[config.mk]
export PLATFORM = sky130hd
export DESIGN_NAME = askf_win_mem
export DESIGN_NICKNAME = d
export VERILOG_FILES = /design/src/hdl/askf_pkg.sv /design/src/hdl/askf_win_mem.sv
export SDC_FILE = /design/constraint.sdc
export NUM_CORES = 1
export LEC_CHECK = 0
export ABC_AREA = 1
export BUFFER_PORTS_ARGS = -buffer_cell sky130_fd_sc_hd__buf_4
export CAP_MARGIN = 0
export CORE_ASPECT_RATIO = 1.1
export CORE_MARGIN = 3
export CORE_UTILIZATION = 45
export DETAILED_ROUTE_END_ITERATION = 7
export PLACE_DENSITY_LB_ADDON = 0.2
export SLEW_MARGIN = 20
export SYNTH_ARGS = -nofsm -noshare
export SYNTH_HDL_FRONTEND = slang
export SYNTH_SLANG_ARGS = --single-unit
[constraint.sdc]
create_clock -name clk -period 2.2 [get_ports clk]
set_clock_uncertainty 0.05 [all_clocks]
set_input_delay 0.22 -clock clk [delete_from_list [all_inputs] [get_ports clk]]
set_output_delay 0.22 -clock clk [all_outputs]
set_load 0.1 [all_outputs]
[src/hdl/askf_pkg.sv]
// ----------------------------------------------------------------------------
// askf_pkg
// Shared constants, types and register map of the adaptive Kalman filter.
// ----------------------------------------------------------------------------
package askf_pkg;

    localparam int WIN_DEPTH = 16;                 // power of two
    localparam int WIN_AW    = $clog2(WIN_DEPTH);
    localparam int SAMPLE_W  = 24;
    localparam int SUM_W     = SAMPLE_W + WIN_AW;
    localparam int SUMSQ_W   = 2 * SAMPLE_W + WIN_AW;
    localparam int SCALE_SH  = 16 - 2 * WIN_AW;    // 65536 / (N*N)
    localparam int EST_W     = 40;
    localparam int DIFF_W    = EST_W + 1;
    localparam int K_W       = 25;
    localparam int DEN_W     = 54;
    localparam int LO_W      = 21;
    localparam int HI_W      = DIFF_W - LO_W;

    localparam logic [31:0] COV_RESET  = 32'h0100_0000;
    localparam logic [15:0] PNOISE_RST = 16'd983;
    localparam logic [31:0] NBASE_RST  = 32'd256;
    localparam logic [11:0] DGAIN_RST  = 12'd640;

    localparam int PADDR_W = 4;
    localparam logic [1:0] REG_PROC_NOISE = 2'd0;
    localparam logic [1:0] REG_NOISE_BASE = 2'd1;
    localparam logic [1:0] REG_DEV_GAIN   = 2'd2;

    typedef enum logic [3:0] {
        ST_IDLE,
        ST_WALK,
        ST_SQ,
        ST_M,
        ST_SQRT,
        ST_RCALC,
        ST_DIV,
        ST_MUL,
        ST_UPD,
        ST_DONE
    } state_t;

    typedef struct packed {
        logic                       we;
        logic [WIN_AW-1:0]          waddr;
        logic signed [SAMPLE_W-1:0] wdata;
        logic [WIN_AW-1:0]          raddr;
    } win_req_t;

endpackage

[src/hdl/askf_win_mem.sv]
// ----------------------------------------------------------------------------
// askf_win_mem
// Sample window memory, registered read, per-entry valid bits.
// ----------------------------------------------------------------------------
module askf_win_mem (
    input  logic                                         clk,
    input  logic                                         rst_n,
    input  askf_pkg::win_req_t                           req,
    output logic signed [askf_pkg::SAMPLE_W-1:0]         rdata
);
    import askf_pkg::*;

    logic signed [SAMPLE_W-1:0] mem [WIN_DEPTH];
    logic signed [SAMPLE_W-1:0] rdata_reg;
    logic [WIN_DEPTH-1:0]       valid_reg;
    logic                       rvalid_reg;

    always_ff @(posedge clk)
    begin
        if (req.we)
        begin
            mem[req.waddr] <= req.wdata;
        end
        rdata_reg <= mem[req.raddr];
    end

    always_ff @(posedge clk or negedge rst_n)
    begin
        if (!rst_n)
        begin
            valid_reg  <= '0;
            rvalid_reg <= 1'b0;
        end
        else
        begin
            if (req.we)
            begin
                valid_reg[req.waddr] <= 1'b1;
            end
            rvalid_reg <= valid_reg[req.raddr];
        end
    end

    assign rdata = rvalid_reg ? rdata_reg : '0;

endmodule

==> impl_results.md <==
* I/O pin cnt at 59
* Max Fclk at between 500 and 600 MHz
* Peak supply drop at 0.550 mV
* # DRC at 0
* Mapped cell area at 18000 µm²
* Fin crit share at 88.2%
* Crit Path Max Fanout at 14
* Sequential share of the synthesized area at 69.0%
* Critical path required time at 1.93 ns
* Max transition margin at 46.3%
* RSZ-0062 raised after global routing: no
* Area grow syn2layout at 15.0%
* Met2 usage at 34.3%
* Core area at between 30000 and 40000 µm²
* Critical R2R Launch: mem[1][4]$_DFFE_PP_
* Fin. max-slew vios at 0
* Initial core utilization at 45.8%
* Gpl congestion at 0.770
* Worst Setup Path Type: reg2out
* Post-route ant nets at 0
* Mux share of post-synthesis cell area at 0%
* Worst hold slack at 0.0511 ns
* Net Count, Synth at 1767
* Die ar. at approximately 42000 µm²
* Storage element area at 12400 µm²
* FF-to-FF End: rdata_reg[4]$_DFF_P_
* Final-stage net count at 1851
* Final Setup Violations at 0
* Reg2Reg Setup Slack at between 1 and 1.5 ns
* Post-CTS Resized at 0
* Fin cells at 2353
* Mapped Cells at 1732
* Critical path endpoint category: output pin
* DRT iter0 DRCs at 874
* CTS tree: yes
* Die W at 197 µm
* DP Wirelength at 23300 µm
* Gr usage total at about a fifth
* Grt met3 use at under 10%
* Total Wirelength at 42700 µm
* Unique masters post-synth at 14
* Startpoint types: register
* Synth Area in Compound Gates at 0.445%
* Clk sinks at 425
* Number of flip-flops in the largest register at about 380
* Global route hottest layer: met2
* Simple-gate portion of the synthesized area at 20.3%
* Mean post-synth cell area at 10.4 µm²
* Main combinational cell family by area after synthesis: simple AND/OR/NAND/NOR gates
* CTS root buf: clkbuf_16
* Drt wl/cell at 18.2 µm
* Max-cap violations at 0
* Synth Area in Adders at 0%
* Syn. warnings at 0
* Port bufs at 58
* Lkg Pwr at 9.04 nW
* Largest net degree at the start of global routing at 125
* M1 GR Usage at a little over a quarter
* Seq cells post-synth at 425
* GRT Residual Overflow at 0
* Initial antenna violation count at 0
* Area of the multi-input gates at 3860 µm²
* Placed Instances at between 2k and 2.5k
* FP Rows at 76
* Router iterations before antenna repair at 5
* Ant diodes at 0
* Pwr Density at 849 nW/µm²
* Critical Path AT at 1.67 ns
* Die Ht at 216 µm
* Clock Path Buffers at 3
* Post-CTS Setup Bufs at 0
* Status: finished, final reports clean
* Reg clk slew, reported paths at 0.06 ns
* Hold Vio Cnt, Final at 0
* Share of cells above drive strength 1 at 9.48%
* Worst skew pair latency at 0.53 ns
* Vias at 11.7k
* Sum Neg Setup Slack at 0 ns
* First-pass GRT wire length at 66400 µm
* H-tree depth at 2
* Min cycle time layout at 1.94 ns
* Vias in the first global route at approximately 11k
* Hold Crit Class: in2async
* Synth Area in XOR/XNOR at 0%
* Inserted Clock Buffers at 44
* # fillers at 3507
* R2R depth at 6
* DR vias/cell at 4.95
* Worst slew pin tran at 0.804 ns
## critical path, cell delays in order, from the launching register on
cell and delay [ns]:
dfrtp_1 0.39, buf_4 0.29, nand2_1 0.08, inv_1 0.07, buf_4 0.28
## Yosys cell counts
cell type | n | area [µm²]
nor2_1 | 18 | 67.6
inv_2 | 2 | 7.51
inv_1 | 333 | 1250
o21ai_0 | 16 | 80.1
dfrtp_1 | 17 | 425
nand2_1 | 551 | 2070
buf_1 | 6 | 22.5
edfxtp_1 | 384 | 11500
buf_2 | 19 | 95.1
nand3_1 | 304 | 1520
buf_6 | 22 | 248
clkbuf_1 | 14 | 52.6
dfxtp_1 | 24 | 480
buf_4 | 22 | 165
## final cells by class
type / count / area share, %
clock buffer: 59 / 5.88
clock inverter: 17 / 0.610
inverter: 335 / 6.10
multi-input combinational: 889 / 18.6
sequential: 425 / 60.0
tap: 507 / 3.06
timing repair buffer: 121 / 5.73
## layer usage
layer  share of wire, %  vias to the layer above
li1                   -                     5708
met4                2.6                        0
met1                 44                     5586
met2                 49                      287
met5                  0                        -
met3                4.6                       69
## cells in the final DEF (no fill, tap or decap)
| cell | netlist | routed |
|---|---|---|
| nand3_1 | 304 | 304 |
| bufinv_16 | 0 | 2 |
| nand2_1 | 551 | 551 |
| edfxtp_1 | 384 | 384 |
| buf_6 | 22 | 1 |
| inv_2 | 2 | 2 |
| clkinv_2 | 0 | 9 |
| nor2_4 | 0 | 16 |
| buf_12 | 0 | 17 |
| clkinv_1 | 0 | 7 |
| inv_6 | 0 | 1 |
| clkbuf_8 | 0 | 4 |
| o21ai_0 | 16 | 16 |
| clkbuf_1 | 14 | 10 |
| dfxtp_1 | 24 | 24 |
| dfrtp_1 | 17 | 17 |
| buf_4 | 22 | 78 |
| clkbuf_16 | 0 | 45 |
| dlygate4sd3_1 | 0 | 25 |
| nor2_1 | 18 | 2 |
| inv_1 | 333 | 331 |
## stage by stage
step	area [µm²]	power (mW)	setup slack, ns	utilization, %
after floorplan	18000	10.2	0.246	-
after global placement	19100	10.8	0.491	48.6
after detailed placement	19100	10.8	0.470	48.6
after CTS	20700	17.8	0.203	52.6
after global routing	20700	18.2	0.131	52.6
final	20700	17.6	0.259	52.6
## how the worst max path moves through the flow
stage / start / to / slack (ns)
2_1_floorplan: req[30] / mem[10][0]$_DFFE_PP_ / 0.25
3_3_place_gp: req[29] / mem[12][12]$_DFFE_PP_ / 0.49
3_5_place_dp: req[29] / mem[12][5]$_DFFE_PP_ / 0.47
4_1_cts: rvalid_reg$_DFF_PN0_ / rdata[5] / 0.20
5_1_grt: rvalid_reg$_DFF_PN0_ / rdata[7] / 0.13
6_report: rvalid_reg$_DFF_PN0_ / rdata[10] / 0.26
## logic make-up after synthesis
kind of cell           after synthesis
and+or+nand+nor                    873
DFF                                425
AOI/OAI and AO/OA                   16
buffers and inverters              418
## power breakdown
group | internal (mW) | switching, mW
combinational | 0.406 | 1.16
clock | 4.09 | 2.88
sequential | 9.00 | 0.0495
## what timing repair did
item                       4_1_cts  5_1_grt
hold endpoints to repair       401        0
hold buffers                    25        0
setup endpoints to repair        0        0
No activity file was read; power rests on OpenSTA's default activity.
