## src/hdl/askf_pkg.sv

```systemverilog
// ----------------------------------------------------------------------------
// askf_pkg
// Shared constants, types and register map of the adaptive Kalman filter.
// ----------------------------------------------------------------------------
package askf_pkg;

    localparam int WIN_DEPTH = 16;                 // power of two
    localparam int WIN_AW    = $clog2(WIN_DEPTH);
    localparam int SAMPLE_W  = 24;
    localparam int SUM_W     = SAMPLE_W + WIN_AW;
    localparam int SUMSQ_W   = 2 * SAMPLE_W + WIN_AW;
    localparam int SCALE_SH  = 16 - 2 * WIN_AW;    // 65536 / (N*N)
    localparam int EST_W     = 40;
    localparam int DIFF_W    = EST_W + 1;
    localparam int K_W       = 25;
    localparam int DEN_W     = 54;
    localparam int LO_W      = 21;
    localparam int HI_W      = DIFF_W - LO_W;

    localparam logic [31:0] COV_RESET  = 32'h0100_0000;
    localparam logic [15:0] PNOISE_RST = 16'd983;
    localparam logic [31:0] NBASE_RST  = 32'd256;
    localparam logic [11:0] DGAIN_RST  = 12'd640;

    localparam int PADDR_W = 4;
    localparam logic [1:0] REG_PROC_NOISE = 2'd0;
    localparam logic [1:0] REG_NOISE_BASE = 2'd1;
    localparam logic [1:0] REG_DEV_GAIN   = 2'd2;

    typedef enum logic [3:0] {
        ST_IDLE,
        ST_WALK,
        ST_SQ,
        ST_M,
        ST_SQRT,
        ST_RCALC,
        ST_DIV,
        ST_MUL,
        ST_UPD,
        ST_DONE
    } state_t;

    typedef struct packed {
        logic                       we;
        logic [WIN_AW-1:0]          waddr;
        logic signed [SAMPLE_W-1:0] wdata;
        logic [WIN_AW-1:0]          raddr;
    } win_req_t;

endpackage

```

## src/hdl/askf_div.sv

```systemverilog
// ----------------------------------------------------------------------------
// askf_div
// Restoring divider for the Kalman gain: floor(p * 2^24 / den).
// ----------------------------------------------------------------------------
module askf_div (
    input  logic                          clk,
    input  logic                          rst_n,
    input  logic                          start,
    input  logic [31:0]                   p,
    input  logic [askf_pkg::DEN_W-1:0]    den,
    output logic                          done,
    output logic [askf_pkg::K_W-1:0]      quot
);
    import askf_pkg::*;

    localparam int SH_W = DEN_W + K_W - 1;

    logic [SH_W-1:0] rem_reg, rem_next;
    logic [SH_W-1:0] dsh_reg, dsh_next;
    logic [K_W-1:0]  q_reg, q_next;
    logic [4:0]      cnt_reg, cnt_next;
    logic            busy_reg, busy_next;
    logic            done_reg, done_next;
    logic            zero_reg, zero_next;

    always_comb
    begin
        rem_next  = rem_reg;
        dsh_next  = dsh_reg;
        q_next    = q_reg;
        cnt_next  = cnt_reg;
        busy_next = busy_reg;
        zero_next = zero_reg;
        done_next = 1'b0;
        if (start)
        begin
            rem_next  = {{(SH_W-56){1'b0}}, p, 24'd0};
            dsh_next  = {den, {(K_W-1){1'b0}}};
            q_next    = '0;
            cnt_next  = 5'(K_W - 1);
            busy_next = 1'b1;
            zero_next = (den == '0);
        end
        else if (busy_reg)
        begin
            q_next = q_reg << 1;
            if (rem_reg >= dsh_reg)
            begin
                rem_next  = rem_reg - dsh_reg;
                q_next[0] = 1'b1;
            end
            dsh_next = dsh_reg >> 1;
            cnt_next = cnt_reg - 5'd1;
            if (cnt_reg == 5'd0)
            begin
                busy_next = 1'b0;
                done_next = 1'b1;
            end
        end
    end

    always_ff @(posedge clk or negedge rst_n)
    begin
        if (!rst_n)
        begin
            busy_reg <= 1'b0;
            done_reg <= 1'b0;
        end
        else
        begin
            busy_reg <= busy_next;
            done_reg <= done_next;
        end
    end

    always_ff @(posedge clk)
    begin
        rem_reg  <= rem_next;
        dsh_reg  <= dsh_next;
        q_reg    <= q_next;
        cnt_reg  <= cnt_next;
        zero_reg <= zero_next;
    end

    assign done = done_reg;
    assign quot = zero_reg ? '0 : q_reg;

endmodule

```

## config.mk

```make
export PLATFORM = sky130hd
export DESIGN_NAME = askf_div
export DESIGN_NICKNAME = d
export VERILOG_FILES = /design/src/hdl/askf_pkg.sv /design/src/hdl/askf_div.sv
export SDC_FILE = /design/constraint.sdc
export NUM_CORES = 1
export LEC_CHECK = 0
export ABC_AREA = 1
export BUFFER_PORTS_ARGS = -buffer_cell sky130_fd_sc_hd__buf_2
export CORE_AREA = 2 2 184 186
export CTS_BUF_LIST = sky130_fd_sc_hd__clkbuf_8
export DETAILED_ROUTE_END_ITERATION = 10
export DIE_AREA = 0 0 186 188
export PLACE_DENSITY_LB_ADDON = 0.12
export RECOVER_POWER = 25
export SYNTH_ARGS = -nofsm -noshare
export SYNTH_HDL_FRONTEND = slang
export SYNTH_SLANG_ARGS = --single-unit
```

## constraint.sdc

```tcl
create_clock -name clk -period 3.3 [get_ports clk]
set_clock_uncertainty 0.15 [all_clocks]
set_input_delay 0.33 -clock clk [delete_from_list [all_inputs] [get_ports clk]]
set_output_delay 0.33 -clock clk [all_outputs]
set_load 0.05 [all_outputs]
```

==> summary by stage <==
Drt
After detailed routing, the number of remaining DRC violations is 0. Across all layers, the routed design uses 14700 vias. The average wire per standard cell is 16.7 µm.

The number of search-and-repair iterations in the first detailed-routing pass is 7. Once detail routing completed, the nets flagged for antenna violations numbered 0. For this block, the routed nets add up to 50500 µm of wire. The detail-routed via count per cell is 4.88. The DRC violation total after the first TritonRoute iteration is 960.

Global routing
The initial antenna violation count was 0. The global-route layer with the greatest usage is met2. The number of global-route vias before repair was 14300. In the global route stage, overall resource usage came out at 29.5%. For this run, global-route usage on met1 was measured as 41.1%. For this run the aggregate overflow at the end of global routing stands at 0. The met2 track demand over resource in global routing is 48.4%. The first global-routing pass estimated 78400 µm of wire. The met3 layer usage reported by global route is 3.61%.

Entering global routing, the biggest net connects 80 pins.

Synthesis
The most instantiated flip-flop cell in the synthesis netlist is dfxtp_1. The count of flip-flops with a built-in enable after synthesis is 87. The mean post-synth cell area is 6.19 µm².

After synthesis, the cell types taking the most area are nand2_1 21%, edfxtp_1 18%, dfxtp_1 14%, inv_1 13%, ha_1 6.7%. The net count after synthesis is 2538. The post-synth design cell area is 14700 µm². The synthesis-stage register bit count is 189. The share of the yosys chip area belonging to registers is 31.8%.

Yosys printed 0 warnings. The library cell with the highest instance count after synthesis is nand2_1. Counting distinct cell types in the post-synthesis netlist gives 43. The synthesized instance count is 2369. The synthesized design devotes to its leading area cell type 21.0% of total area. The async set or reset register ratio after synthesis is 1.06%.

The top cell type by total area after synthesis is nand2_1. The commonest cells after synthesis are 819 x nand2_1, 499 x inv_1, 233 x nor2_1, 115 x o21ai_0, 100 x dfxtp_1.

Timing
After layout, the worst path uses 92.1% of the clock period. Setup repair after global routing left no endpoint under its margin. The final total negative setup slack is 0 ns. The final critical path time including I/O delays and setup is 3.04 ns. The number of slew-limit violations in the final report is 0. The actual slew at the worst max-slew pin is 1.24 ns. Headroom to the max-slew limit came out at 17.3%. Setup slack on the critical path of the routed design comes to 0.262 ns.

Setup violations remaining at the end of the flow were counted as 0. Timing would allow up to 0.329 GHz. Final hold analysis gives a worst-case slack of 0.334 ns.

The hold violation count in the final report is 0.

Layout
Measured on the finished design, the core utilization comes to 51.4%. The post-route netlist has 7.55% of its cells at a drive strength greater than 1. The area occupied by multi-input gates is 7900 µm².

The repair_antennas step left the layout with diodes totalling 0. The net count of the finished layout is 2727. The finished cells cover 17000 µm².

The signed area change from the synthesized netlist to the final layout is 16.0%. The number of fill cells is 3475. The area occupied by registers is 4660 µm².

CTS
The number of buffers created by CTS is 17. Gates resized during post-CTS repair numbered 0. TritonCTS built the clock tree. Post-CTS timing repair inserted 0 buffers for setup. The number of H-tree levels is 4. CTS saw 189 sinks.

The number of buffers added to fix hold violations after cts is 89. In this run the clock root is driven by a clkbuf_8. The deepest clock path buffer count is 2. After clock tree synthesis, the clock-pin slew on the worst setup and hold paths is 0.10 ns.

Clock latency on the worst-skew pair, taken at its later pin, is 0.53 ns.

Die
The die covers 35000 µm². The region available for standard cell placement spans 33100 µm². The number of standard-cell rows in the floorplan is 67.

From bottom edge to top edge, the die measures 188 µm. The starting utilization of the core area is 44.3%. 115 I/O pins were placed. In this run the horizontal extent of the chip is 186 µm.

Placement
Once placement finished, the instance area stood at 15800 µm². During placement, the flow inserted port buffers numbering 114. The congestion estimate from routability-driven global placement came to 1.01. At the placement stage, the worst setup path has a slack of 0.374 ns.

Summed over all nets, the half-perimeter wirelength after detailed placement is 40600 µm.

Job
Max-cap violations in this run came to 0.

Setup path
The critical path starts at start. The type of the setup path with the least slack is primary input to flop. The critical path startpoint category is a primary input. The number of cells on the worst reg-to-reg path is 15. The cell with the largest stage delay on the worst path is clkbuf_4.

In this run the critical register-to-register path is launched from rem_reg[0]. The critical path ends at dsh_reg[42]. STA classifies the critical path endpoint as a flop. The setup slack of the most critical reg-to-reg path is 0.32 ns. The maximum fanout along the worst path is 53. The worst endpoint data arrival time is 3.04 ns.

The largest single stage delay on the critical path is 0.75 ns. The signal on the critical path passes through dlygate4sd3_1, clkbuf_1, clkinv_1, nand2_1, clkbuf_4. The required time of the critical path is 3.30 ns. The critical register-to-register path endpoint is rem_reg[39].

Min path
The type of the most critical hold path is flop to flop. The worst hold path passes through 2 cells.

Power
In this run the static leakage power is 0.00891 µW. For this design the ratio of total power to cell area is 725 nW/µm². IR analysis of the VDD net gives a maximum drop of 0.532 mV.

Run status
The flow ran to the end, and the final reports show no timing, DRC or antenna violations.
==> report_power, final <==
group          switching, µW  internal (µW)
registers                161           2940
logic                   5280           2400
clock network            997            563
total                   6430           5910
==> worst min-delay path by stage <==
| stage | endpoint | startpoint | slack [ns] |
|---|---|---|---|
| floorplan | busy_reg | rst_n | -0.12 |
| global placement | done | rst_n | -0.03 |
| detailed placement | done | rst_n | -0.03 |
| CTS | rem_reg[0] | rem_reg[0] | 0.34 |
| global route | rem_reg[0] | rem_reg[0] | 0.36 |
| finish | rem_reg[0] | rem_reg[0] | 0.33 |
==> per-stage QoR <==
stage,total power (µW),cells
CTS,12300,3019
floorplan,8300,2369
finish,12300,3019
global placement,10700,2898
global route,13400,3019
detailed placement,10700,2898
==> per-layer routing <==
metal  vias to the layer above  wire length, µm  share of wire (%)
met5                         -                0                  0
met2                       350            23000                 45
met1                      6680            24300                 48
met4                         0              795                1.6
met3                        43             2440                4.8
li1                       7664                -                  -
==> layout make-up <==
type	instances	share of cell area (%)
multi-input combinational	1630	46.4
sequential	189	27.4
inverter	501	11.1
timing repair buffer	219	9.55
tap	448	3.29
clock buffer	17	1.38
clock inverter	15	0.883
==> critical path, delay by kind of cell <==
kind	cells	cell delay, ns
and+or+nand+nor	1	0.67
buffers and inverters	4	1.93
==> layout by cell type (no fill, tap or decap), drive strengths merged, types with 79 or more instances in the layout <==
cell,count
edfxtp,87
dlygate4sd3,89
buf,125
nand3,93
ha,79
nand2,827
dfxtp,100
nor2,245
a21oi,81
inv,509
o21ai,134
==> cell families after synthesis <==
logic type      share of synthesized area, %
buf+inv                                 14.3
flops                                   31.8
fa+ha+maj                               6.88
simple gates                            33.5
xor+xnor                                2.81
compound gates                          10.6
No activity file was read; power rests on OpenSTA's default activity.
